--- config.mk ---
export PLATFORM = sky130hd
export DESIGN_NAME = tournament_barrier_node
export DESIGN_NICKNAME = d
export VERILOG_FILES = /design/src/hw/rtl/tbn_pkg.sv /design/src/hw/rtl/tournament_barrier_node.sv /design/src/hw/rtl/tbn_ctrl.sv /design/src/hw/rtl/tbn_dp.sv
export SDC_FILE = /design/constraint.sdc
export NUM_CORES = 1
export LEC_CHECK = 0
export BUFFER_PORTS_ARGS = -buffer_cell sky130_fd_sc_hd__buf_4
export CORE_MARGIN = 1
export CORE_UTILIZATION = 40
export DETAILED_ROUTE_END_ITERATION = 16
export PLACE_DENSITY_LB_ADDON = 0.25
export SLEW_MARGIN = 0
export SYNTH_ARGS = -nofsm -noshare
export SYNTH_HDL_FRONTEND = slang
export SYNTH_SLANG_ARGS = --single-unit
--- constraint.sdc ---
create_clock -name i_clk -period 20 [get_ports i_clk]
set_clock_uncertainty 0.15 [all_clocks]
set_input_delay 3 -clock i_clk [delete_from_list [all_inputs] [get_ports i_clk]]
set_output_delay 3 -clock i_clk [all_outputs]
set_load 0.01 [all_outputs]
--- src/hw/rtl/tbn_pkg.sv ---
// Types, codes and role/opponent functions of the tournament barrier node.
// Depends on nothing; used by the controller, datapath, top and checker.
package tbn_pkg;

    localparam int MaxNodes  = 64;
    localparam int MaxRounds = 6;

    // configuration register indexes
    localparam logic [1:0] CFG_NODE_RANK   = 2'd0;
    localparam logic [1:0] CFG_NODE_COUNT  = 2'd1;
    localparam logic [1:0] CFG_ROUND_COUNT = 2'd2;

    // input event codes
    localparam logic [1:0] FUNC_ENTER   = 2'd0;
    localparam logic [1:0] FUNC_ARRIVAL = 2'd1;
    localparam logic [1:0] FUNC_WAKEUP  = 2'd2;

    // result action codes
    localparam logic [1:0] ACT_ARRIVAL    = 2'd0;
    localparam logic [1:0] ACT_WAKEUP     = 2'd1;
    localparam logic [1:0] ACT_RELEASE    = 2'd2;
    localparam logic [1:0] ACT_UNEXPECTED = 2'd3;

    typedef enum logic [1:0] {
        PH_IDLE      = 2'd0,
        PH_WAIT_ARR  = 2'd1,
        PH_WAIT_WAKE = 2'd2
    } t_phase;

    typedef enum logic [1:0] {
        RL_BYE      = 2'd0,
        RL_WINNER   = 2'd1,
        RL_LOSER    = 2'd2,
        RL_CHAMPION = 2'd3
    } t_role;

    typedef enum logic [1:0] {
        CS_IDLE = 2'd0,
        CS_DISP = 2'd1,
        CS_UP   = 2'd2,
        CS_DOWN = 2'd3
    } t_ctrl_state;

    typedef enum logic [2:0] {
        DK_BAD   = 3'd0,
        DK_ENTER = 3'd1,
        DK_WIN   = 3'd2,
        DK_CHAMP = 3'd3,
        DK_WAKE  = 3'd4
    } t_disp_kind;

    typedef enum logic [2:0] {
        WO_HOLD    = 3'd0,
        WO_ONE     = 3'd1,
        WO_CUR     = 3'd2,
        WO_CUR_INC = 3'd3,
        WO_CUR_DEC = 3'd4,
        WO_TOP     = 3'd5,
        WO_INC     = 3'd6,
        WO_DEC     = 3'd7
    } t_walk_op;

    typedef enum logic [1:0] {
        PO_HOLD      = 2'd0,
        PO_WAIT_ARR  = 2'd1,
        PO_WAIT_WAKE = 2'd2,
        PO_IDLE      = 2'd3
    } t_phase_op;

    typedef struct packed {
        logic       load_in;
        t_walk_op   walk_op;
        t_phase_op  phase_op;
        logic       emit;
        logic [1:0] action;
        logic       last;
    } t_dp_cmd;

    typedef struct packed {
        t_disp_kind disp_kind;
        t_role      walk_role;
        logic       walk_over_top;
        logic       walk_zero;
        logic       out_free;
    } t_dp_sts;

    // role of a node in round rnd; span 2^rnd, half 2^(rnd-1)
    function automatic t_role role_of(input logic [5:0] rank, input logic [6:0] count,
                                      input logic [2:0] rnd);
        logic [7:0] span;
        logic [7:0] half;
        logic [7:0] eff;
        logic [7:0] rem;
        logic [7:0] rank_w;
        t_role      res;
        span   = 8'd1 << rnd;
        half   = span >> 1;
        eff    = (count > 7'(MaxNodes)) ? 8'(MaxNodes) : {1'b0, count};
        rank_w = {2'b00, rank};
        rem    = rank_w & (span - 8'd1);
        if (rank == 6'd0 && span >= eff) begin
            res = RL_CHAMPION;
        end else if (rem == 8'd0 && (rank_w + half) < eff && span < eff) begin
            res = RL_WINNER;
        end else if (rem == half) begin
            res = RL_LOSER;
        end else begin
            res = RL_BYE;
        end
        return res;
    endfunction

    function automatic logic [5:0] opponent_of(input logic [5:0] rank, input logic [2:0] rnd,
                                               input t_role role);
        logic [7:0] half;
        logic [7:0] sum;
        half = 8'd1 << (rnd - 3'd1);
        if (role == RL_LOSER) begin
            sum = {2'b00, rank} - half;
        end else begin
            sum = {2'b00, rank} + half;
        end
        return sum[5:0];
    endfunction

endpackage

--- src/hw/rtl/tournament_barrier_node.sv ---
// Tournament barrier node. An event is accepted and dispatched, then walks up
// round by round until a round stops it or it passes the top, then walks down
// round by round and ends with the release (round_count is clamped to 6); a
// stalled output holds back each result until it is taken.
// One event is worked at a time; results leave through a one-entry register.
// Synchronous active-low reset: rank 0, count 1, rounds 0, phase idle.
module tournament_barrier_node (
    input  logic       i_clk,
    input  logic       i_rst_n,
    input  logic       i_cfg_we,
    input  logic [1:0] i_cfg_addr,
    input  logic [6:0] i_cfg_wdata,
    input  logic       i_s_axis_tvalid,
    output logic       o_s_axis_tready,
    input  logic [7:0] i_s_axis_tdata,   // [1:0] func, [7:2] from_node
    output logic       o_m_axis_tvalid,
    input  logic       i_m_axis_tready,
    output logic [7:0] o_m_axis_tdata,   // [1:0] action, [7:2] dest_node
    output logic       o_m_axis_tlast
);

    tbn_pkg::t_dp_cmd cmd;
    tbn_pkg::t_dp_sts sts;

    tbn_ctrl u_ctrl (
        .i_clk      (i_clk),
        .i_rst_n    (i_rst_n),
        .i_in_valid (i_s_axis_tvalid),
        .o_in_ready (o_s_axis_tready),
        .i_sts      (sts),
        .o_cmd      (cmd)
    );

    tbn_dp u_dp (
        .i_clk       (i_clk),
        .i_rst_n     (i_rst_n),
        .i_cfg_we    (i_cfg_we),
        .i_cfg_addr  (i_cfg_addr),
        .i_cfg_wdata (i_cfg_wdata),
        .i_in_data   (i_s_axis_tdata),
        .o_out_valid (o_m_axis_tvalid),
        .i_out_ready (i_m_axis_tready),
        .o_out_data  (o_m_axis_tdata),
        .o_out_last  (o_m_axis_tlast),
        .i_cmd       (cmd),
        .o_sts       (sts)
    );

endmodule

--- src/hw/rtl/tbn_ctrl.sv ---
// Sequencer of the barrier node: dispatch, walk-up and wakeup walk-down.
// Depends on tbn_pkg; drives the datapath by command and reads its status.
module tbn_ctrl (
    input  logic             i_clk,
    input  logic             i_rst_n,
    input  logic             i_in_valid,
    output logic             o_in_ready,
    input  tbn_pkg::t_dp_sts i_sts,
    output tbn_pkg::t_dp_cmd o_cmd
);

    tbn_pkg::t_ctrl_state r_state;
    tbn_pkg::t_ctrl_state n_state;

    always_ff @(posedge i_clk) begin
        if (!i_rst_n) begin
            r_state <= tbn_pkg::CS_IDLE;
        end else begin
            r_state <= n_state;
        end
    end

    always_comb begin
        n_state        = r_state;
        o_in_ready     = 1'b0;
        o_cmd.load_in  = 1'b0;
        o_cmd.walk_op  = tbn_pkg::WO_HOLD;
        o_cmd.phase_op = tbn_pkg::PO_HOLD;
        o_cmd.emit     = 1'b0;
        o_cmd.action   = tbn_pkg::ACT_UNEXPECTED;
        o_cmd.last     = 1'b0;
        case (r_state)
            tbn_pkg::CS_IDLE: begin
                o_in_ready = 1'b1;
                if (i_in_valid) begin
                    o_cmd.load_in = 1'b1;
                    n_state       = tbn_pkg::CS_DISP;
                end
            end
            tbn_pkg::CS_DISP: begin
                case (i_sts.disp_kind)
                    tbn_pkg::DK_ENTER: begin
                        o_cmd.walk_op = tbn_pkg::WO_ONE;
                        n_state       = tbn_pkg::CS_UP;
                    end
                    tbn_pkg::DK_WIN: begin
                        o_cmd.walk_op = tbn_pkg::WO_CUR_INC;
                        n_state       = tbn_pkg::CS_UP;
                    end
                    tbn_pkg::DK_CHAMP: begin
                        o_cmd.walk_op = tbn_pkg::WO_CUR;
                        n_state       = tbn_pkg::CS_DOWN;
                    end
                    tbn_pkg::DK_WAKE: begin
                        o_cmd.walk_op = tbn_pkg::WO_CUR_DEC;
                        n_state       = tbn_pkg::CS_DOWN;
                    end
                    default: begin
                        // bad event: one unexpected result, state untouched
                        if (i_sts.out_free) begin
                            o_cmd.emit   = 1'b1;
                            o_cmd.action = tbn_pkg::ACT_UNEXPECTED;
                            o_cmd.last   = 1'b1;
                            n_state      = tbn_pkg::CS_IDLE;
                        end
                    end
                endcase
            end
            tbn_pkg::CS_UP: begin
                if (i_sts.walk_over_top) begin
                    // no round stopped the walk: wake down from the top
                    o_cmd.walk_op = tbn_pkg::WO_TOP;
                    n_state       = tbn_pkg::CS_DOWN;
                end else begin
                    case (i_sts.walk_role)
                        tbn_pkg::RL_WINNER, tbn_pkg::RL_CHAMPION: begin
                            o_cmd.phase_op = tbn_pkg::PO_WAIT_ARR;
                            n_state        = tbn_pkg::CS_IDLE;
                        end
                        tbn_pkg::RL_LOSER: begin
                            if (i_sts.out_free) begin
                                o_cmd.emit     = 1'b1;
                                o_cmd.action   = tbn_pkg::ACT_ARRIVAL;
                                o_cmd.last     = 1'b1;
                                o_cmd.phase_op = tbn_pkg::PO_WAIT_WAKE;
                                n_state        = tbn_pkg::CS_IDLE;
                            end
                        end
                        default: begin
                            o_cmd.walk_op = tbn_pkg::WO_INC;
                        end
                    endcase
                end
            end
            tbn_pkg::CS_DOWN: begin
                if (i_sts.walk_zero) begin
                    if (i_sts.out_free) begin
                        o_cmd.emit     = 1'b1;
                        o_cmd.action   = tbn_pkg::ACT_RELEASE;
                        o_cmd.last     = 1'b1;
                        o_cmd.phase_op = tbn_pkg::PO_IDLE;
                        n_state        = tbn_pkg::CS_IDLE;
                    end
                end else if (i_sts.walk_role == tbn_pkg::RL_WINNER ||
                             i_sts.walk_role == tbn_pkg::RL_CHAMPION) begin
                    if (i_sts.out_free) begin
                        o_cmd.emit    = 1'b1;
                        o_cmd.action  = tbn_pkg::ACT_WAKEUP;
                        o_cmd.walk_op = tbn_pkg::WO_DEC;
                    end
                end else begin
                    o_cmd.walk_op = tbn_pkg::WO_DEC;
                end
            end
            default: begin
                n_state = tbn_pkg::CS_IDLE;
            end
        endcase
    end

endmodule

--- src/hw/rtl/tbn_dp.sv ---
// Datapath of the barrier node: config, phase/round state, walk counter,
// role decode and output register. Depends on tbn_pkg.
module tbn_dp (
    input  logic             i_clk,
    input  logic             i_rst_n,
    input  logic             i_cfg_we,
    input  logic [1:0]       i_cfg_addr,
    input  logic [6:0]       i_cfg_wdata,
    input  logic [7:0]       i_in_data,
    output logic             o_out_valid,
    input  logic             i_out_ready,
    output logic [7:0]       o_out_data,
    output logic             o_out_last,
    input  tbn_pkg::t_dp_cmd i_cmd,
    output tbn_pkg::t_dp_sts o_sts
);

    logic [5:0]      r_rank;
    logic [6:0]      r_count;
    logic [2:0]      r_rounds;
    logic [1:0]      r_func;
    logic [5:0]      r_from;
    tbn_pkg::t_phase r_phase;
    logic [2:0]      r_cur;
    logic [2:0]      r_walk;
    logic [2:0]      n_walk;
    logic            r_out_valid;
    logic [1:0]      r_out_action;
    logic [5:0]      r_out_dest;
    logic            r_out_last;

    logic [2:0]      top;
    tbn_pkg::t_role  cur_role;
    logic [5:0]      cur_opp;
    tbn_pkg::t_role  walk_role;
    logic [5:0]      walk_opp;
    logic            win_like;
    tbn_pkg::t_disp_kind disp_kind;

    always_ff @(posedge i_clk) begin
        if (!i_rst_n) begin
            r_rank   <= '0;
            r_count  <= 7'd1;
            r_rounds <= '0;
        end else if (i_cfg_we) begin
            case (i_cfg_addr)
                tbn_pkg::CFG_NODE_RANK:   r_rank   <= i_cfg_wdata[5:0];
                tbn_pkg::CFG_NODE_COUNT:  r_count  <= i_cfg_wdata;
                tbn_pkg::CFG_ROUND_COUNT: r_rounds <= i_cfg_wdata[2:0];
                default: ;
            endcase
        end
    end

    assign top = (r_rounds > 3'(tbn_pkg::MaxRounds)) ? 3'(tbn_pkg::MaxRounds) : r_rounds;

    assign cur_role  = tbn_pkg::role_of(r_rank, r_count, r_cur);
    assign cur_opp   = tbn_pkg::opponent_of(r_rank, r_cur, cur_role);
    assign walk_role = tbn_pkg::role_of(r_rank, r_count, r_walk);
    assign walk_opp  = tbn_pkg::opponent_of(r_rank, r_walk, walk_role);
    assign win_like  = (cur_role == tbn_pkg::RL_WINNER) || (cur_role == tbn_pkg::RL_CHAMPION);

    // classify the latched event against the waiting state
    always_comb begin
        disp_kind = tbn_pkg::DK_BAD;
        if (r_func == tbn_pkg::FUNC_ENTER && r_phase == tbn_pkg::PH_IDLE) begin
            disp_kind = tbn_pkg::DK_ENTER;
        end else if (r_func == tbn_pkg::FUNC_ARRIVAL && r_phase == tbn_pkg::PH_WAIT_ARR &&
                     r_cur != 3'd0 && win_like && r_from == cur_opp) begin
            disp_kind = (cur_role == tbn_pkg::RL_CHAMPION) ? tbn_pkg::DK_CHAMP
                                                           : tbn_pkg::DK_WIN;
        end else if (r_func == tbn_pkg::FUNC_WAKEUP && r_phase == tbn_pkg::PH_WAIT_WAKE &&
                     r_cur != 3'd0 && cur_role == tbn_pkg::RL_LOSER && r_from == cur_opp) begin
            disp_kind = tbn_pkg::DK_WAKE;
        end
    end

    assign o_sts.disp_kind     = disp_kind;
    assign o_sts.walk_role     = walk_role;
    assign o_sts.walk_over_top = r_walk > top;
    assign o_sts.walk_zero     = r_walk == 3'd0;
    assign o_sts.out_free      = !r_out_valid || i_out_ready;

    always_comb begin
        case (i_cmd.walk_op)
            tbn_pkg::WO_ONE:     n_walk = 3'd1;
            tbn_pkg::WO_CUR:     n_walk = r_cur;
            tbn_pkg::WO_CUR_INC: n_walk = r_cur + 3'd1;
            tbn_pkg::WO_CUR_DEC: n_walk = r_cur - 3'd1;
            tbn_pkg::WO_TOP:     n_walk = top;
            tbn_pkg::WO_INC:     n_walk = r_walk + 3'd1;
            tbn_pkg::WO_DEC:     n_walk = r_walk - 3'd1;
            default:             n_walk = r_walk;
        endcase
    end

    always_ff @(posedge i_clk) begin
        r_walk <= n_walk;
        if (i_cmd.load_in) begin
            r_func <= i_in_data[1:0];
            r_from <= i_in_data[7:2];
        end
    end

    always_ff @(posedge i_clk) begin
        if (!i_rst_n) begin
            r_phase <= tbn_pkg::PH_IDLE;
            r_cur   <= '0;
        end else begin
            case (i_cmd.phase_op)
                tbn_pkg::PO_WAIT_ARR: begin
                    r_phase <= tbn_pkg::PH_WAIT_ARR;
                    r_cur   <= r_walk;
                end
                tbn_pkg::PO_WAIT_WAKE: begin
                    r_phase <= tbn_pkg::PH_WAIT_WAKE;
                    r_cur   <= r_walk;
                end
                tbn_pkg::PO_IDLE: begin
                    r_phase <= tbn_pkg::PH_IDLE;
                    r_cur   <= '0;
                end
                default: ;
            endcase
        end
    end

    // single result slot; sends carry the walk round's opponent
    always_ff @(posedge i_clk) begin
        if (!i_rst_n) begin
            r_out_valid <= 1'b0;
        end else if (i_cmd.emit) begin
            r_out_valid <= 1'b1;
        end else if (i_out_ready) begin
            r_out_valid <= 1'b0;
        end
    end

    always_ff @(posedge i_clk) begin
        if (i_cmd.emit) begin
            r_out_action <= i_cmd.action;
            r_out_last   <= i_cmd.last;
            r_out_dest   <= (i_cmd.action == tbn_pkg::ACT_ARRIVAL ||
                             i_cmd.action == tbn_pkg::ACT_WAKEUP) ? walk_opp : 6'd0;
        end
    end

    assign o_out_valid = r_out_valid;
    assign o_out_data  = {r_out_dest, r_out_action};
    assign o_out_last  = r_out_last;

endmodule

Word-level counts from Yosys, hierarchy flattened
Index checks and enable logic that the tools add are counted.

cells by class
  add/sub/neg operators = 12
  order comparisons = 9
  equal/unequal tests = 36
  shifts and indexed selects = 4
  multiplexer cells = 50
  bitwise gates (word level) = 2
  reduce and logical (&&, ||, !) cells = 44

operators by type and width
  operator                                          count
  two-way mux 3 bit                                 12
  less-than comparator 8 bit                        4
  two-way mux 6 bit                                 5
  == test 2 bit, second input constant              11
  two-way mux 2 bit                                 11
  case mux 3 bit (7 select lines)                   1
  adder 6 x 7 -> 8 bit                              2
  AND 6 x 8 -> 8 bit                                2
  == test 2 x 1 -> 1 bit, second input constant     8
  == test 8 x 7 -> 1 bit                            2
  greater-or-equal comparator 8 bit                 2
  zero test 8 bit                                   2
  case mux 2 bit (2 select lines)                   4
  << shifter 1 x 3 -> 8 bit, first input constant   2
  subtractor 8 x 1 -> 8 bit, second input constant  2
  == test 3 bit, second input constant              5
  logical AND 1 bit                                 15
  adder 6 bit                                       2
  == test 3 x 2 -> 1 bit, second input constant     4
  two-way mux 4 bit                                 3
  case mux 3 bit (4 select lines)                   1
  case mux 4 bit (3 select lines)                   1
  << shifter 1 x 3 -> 6 bit, first input constant   2
  subtractor 6 bit                                  2
  28 further kinds                                  52

storage, ports and cells
  flip-flop bits (word level) = 44
  bits of input ports = 22
  word-level logic and storage cells = 170

Logic depth before layout (Yosys ltp)
  depth in word-level cells = 21
  depth in mapped cells = 32

By module
A second synthesis with hierarchy kept.

unflattened totals
  cells, all modules = 591
  area total of the unflattened synthesis = 5,046.1 µm²

modules (own cells, without submodules)
  module    instances  cells each  area an instance (µm²)  seq. area each (µm²)
  tbn_dp    1          537         4,684.5                 1,041.0
  tbn_ctrl  1          54          361.6                   40.0

Worst setup path after synthesis
Ideal clock, no wire load.

  kind = reg-to-reg
  from = reg u_dp.r_cur[0]
  to = reg u_dp.r_out_last, in the netlist u_dp.o_out_last (enable)
  library setup time = 338 ps
  arrival = 6,526 ps
  data required time = 19,512 ps
  setup slack = 12,986 ps
  stages on the path, launching flop included = 31
  buffers on the path = 2
  cells stage by stage = dfxtp_1 inv_1 ha_1 nor2b_1 buf_2 xnor2_1 ha_1 a21o_1 maj3_1 maj3_1 a21o_1 a21oi_1 xor2_1 ha_1 o21ai_0 a31oi_1 or4_1 o21ai_2 or2_1 buf_2 and2b_1 xor2_1 ha_1 xnor3_1 nand4_1 nor3b_1 nand3_1 nor4_1 a211oi_1 nand3_1 nand3_1

RTL lines
  element                   line           text
  start: declaration        tbn_dp.sv:24   logic [2:0] r_cur;
  start signal: assignment  tbn_dp.sv:113  r_cur <= r_walk;
  start signal: assignment  tbn_dp.sv:117  r_cur <= r_walk;
  end signal: assignment    tbn_dp.sv:142  r_out_last <= i_cmd.last;
  end: declaration          tbn_dp.sv:30   logic r_out_last;

==> results_dict.tcl <==
set metrics [dict create \
    antenna_cells 0 \
    antenna_left 0 \
    final_area_sq_mm 0.00550 \
    synth_ff_type "dfxtp_1" \
    cts_resized 0 \
    hold_buffers 0 \
    placed_cells 761 \
    port_buffers 32 \
    rows 40 \
    wl_um 12400 \
    antenna_found_initial 0 \
    ys_seq_area_share_pct 21.6 \
    routabilityCongestion 0.836 \
    placed_cell_area_sq_mm 0.00533 \
    top_usage_layer "met2" \
    clock_sinks 44 \
    postSynthAreaPerCell_sq_um 8.57 \
    grt_util_met1_pct 25.0 \
    synthCells 583 \
    path_common_cell "ha_1" \
    grt_use_met3_pct 3.29 \
    grt_pass1_vias 4221 \
    use_met2_pct 34.5 \
    crit_arrival_ns 8.32 \
    drc 0 \
    cts-root-buf "clkbuf_16" \
    firstDrtPassIters 5 \
    grt_usage_pct 20.3 \
    min_period_over_period_pct 42.6 \
    drive_gt1_share_pct 11.3 \
    clk-insertion-delay-late_ns 0.31 \
    synth.most_common_cell "ha_1" \
    viasPerCell 5.60 \
    synth_enable_flop_cells 20 \
    die-area_sq_mm 0.0129 \
    cts_buffer_depth 2 \
    dp_hpwl_um 9520 \
    fillers 1222 \
    synthArstFlopShare_pct 0 \
    grt-ovfl-total 0 \
    synth_warnings 0 \
    synth_top_cell_area_share_pct 16.8 \
    die_y_um 114 \
    crit_slowest_cell "or4_1" \
    cp-end-kind "flip-flop" \
    yosysTopAreaCell "ha_1" \
    die_w_um 114 \
    hold_class "flip-flop to flip-flop" \
    drv_cap 0 \
    grt_pass1_wl_um 20600 \
    synth_common_cells "ha_1 (67), nor2_1 (51), nand2_1 (47), inv_1 (32), a21oi_1 (31)" \
    powerDensity_mw_per_mm2 67.8 \
    drt_iter0_markers 215 \
    setup_ws_ns 11.47 \
    synth_cell_types 87 \
    rsz0062_at_grt "false" \
    synth.ff_latch_count 44 \
    status "finished clean" \
    r2r_slack_ns 11.47 \
    tns_ns 0 \
    path_class "flip-flop to flip-flop" \
    ir_drop_mv 0.0337 \
    cp.required_ns 19.80 \
    design.core.area_sq_mm 0.0121 \
    wire_per_inst_um 16.1 \
    clkTransAtPathRegs_ns 0.07 \
    period_needed_ns 8.53 \
    final-hold-violation-count 0 \
    power_leakage_nw 2.30 \
    grt_max_degree 24 \
    cp_max_fo 16 \
    worst_slew_pin_slew_ns 0.834 \
    ys_top_cells_by_area "ha_1 (17%), edfxtp_1 (12%), dfxtp_1 (9.6%)" \
    vias 4307 \
    slew_headroom_pct 44.3 \
    tritoncts "built" \
    finalSetupViolations 0 \
    report.final.slew_viol_count 0 \
    max_stage_delay_ns 0.60 \
    syn2layout_area_growth_pct 10.2 \
    final_util_pct 45.4 \
    finalNetCount 692 \
    syn_area_sq_mm 0.00499 \
    start_util_pct 41.2 \
    syn_nets 675 \
    startpoint_type "flip-flop" \
    pin_count 33 \
    final-instance-count-excl-fill 769 \
    numCtsBuffers 5 \
    place_ws_ns 11.60 \
    timing.fmax_mhz 117 \
    h-tree-depth 2 \
    post-cts-setup-buffers 0 \
]
## worst paths after layout
| path | start | end | cells past startpoint |
|---|---|---|---|
| min reg2reg | u_dp.r_count[0]$_SDFFE_PN1P_ | u_dp.r_count[0]$_SDFFE_PN1P_ | 2 |
| min | u_dp.r_count[0]$_SDFFE_PN1P_ | u_dp.r_count[0]$_SDFFE_PN1P_ | 2 |
| max | u_dp.r_cur[0]$_SDFFE_PN0P_ | u_dp.r_out_dest[4]$_SDFFCE_PN0P_ | 28 |
| max reg2reg | u_dp.r_cur[0]$_SDFFE_PN0P_ | u_dp.r_out_dest[4]$_SDFFCE_PN0P_ | 28 |
## state kept, by name (all words and copies together), names as in the netlist, 2 cells and up
signal,flops
u_dp.r_cur,3
u_ctrl.r_state,2
u_dp.r_func,2
u_dp.r_walk,3
u_dp.r_phase,2
u_dp.r_count,7
u_dp.r_rounds,3
u_dp.r_out_dest,6
u_dp.r_rank,6
u_dp.r_from,6
u_dp.r_out_action,2
## kinds of logic after synthesis
kind of cell,after synthesis,synth area share (%)
buf+inv,57,5.06
xor+xnor,46,9.02
compound gates,142,20.4
flops,44,21.6
simple gates,201,21.2
mux,19,3.83
fa+ha+maj,74,18.8
## placed cells by master, fill, tap and decap left out, types with 6 or more instances in the layout
| cell type | n |
|---|---|
| a211oi_1 | 8 |
| nor3_1 | 6 |
| nor2_1 | 51 |
| ha_1 | 67 |
| nor2b_1 | 15 |
| mux2i_1 | 18 |
| nand4_1 | 8 |
| and2_1 | 9 |
| inv_1 | 32 |
| a31oi_1 | 7 |
| nor4_1 | 6 |
| edfxtp_1 | 20 |
| a21o_1 | 12 |
| nand3_1 | 17 |
| a21oi_1 | 31 |
| xnor2_1 | 28 |
| xor2_1 | 15 |
| o21ai_0 | 23 |
| nand2_1 | 47 |
| dfxtp_1 | 24 |
| buf_4 | 34 |
## critical path: cells and delay by family (launching register included)
| kind | cells | cell delay (ns) |
|---|---|---|
| adder cells (fa/ha/maj) | 6 | 2.07 |
| XOR/XNOR | 4 | 0.87 |
| AND/OR/NAND/NOR | 10 | 3.33 |
| AO/OA/AOI/OAI | 7 | 1.20 |
| flip-flops | 1 | 0.36 |
| buffers and inverters | 1 | 0.17 |
## stage by stage
stage	total power, mW	hold WS (ns)
2_1_floorplan	0.238	0.301
3_3_place_gp	0.272	0.325
3_5_place_dp	0.275	0.333
4_1_cts	0.376	0.348
5_1_grt	0.398	0.381
6_report	0.373	0.351
## final cells by class
type	instances	area (sq um)	area share, %
Clock buffer	5	125	2.27
Clock inverter	3	46.3	0.841
Inverter	33	124	2.25
Multi-Input combinational cell	482	3660	66.5
Sequential cell	44	1080	19.6
Tap cell	168	210	3.82
Timing Repair Buffer	34	255	4.64
## power by group
group / total [mW] / internal (mW) / switching (mW)
logic: 0.157 / 0.0691 / 0.0877
clock network: 0.0988 / 0.0594 / 0.0394
registers: 0.117 / 0.106 / 0.0118
total: 0.373 / 0.234 / 0.139
## per-layer routing
metal  vias to the layer above  share of wire (%)
met5                         -                  0
met2                       107                 49
met4                         0                2.9
li1                       2156                  -
met3                        29                4.2
met1                      2015                 44
Note: power is estimated with default switching activity, not from simulation.
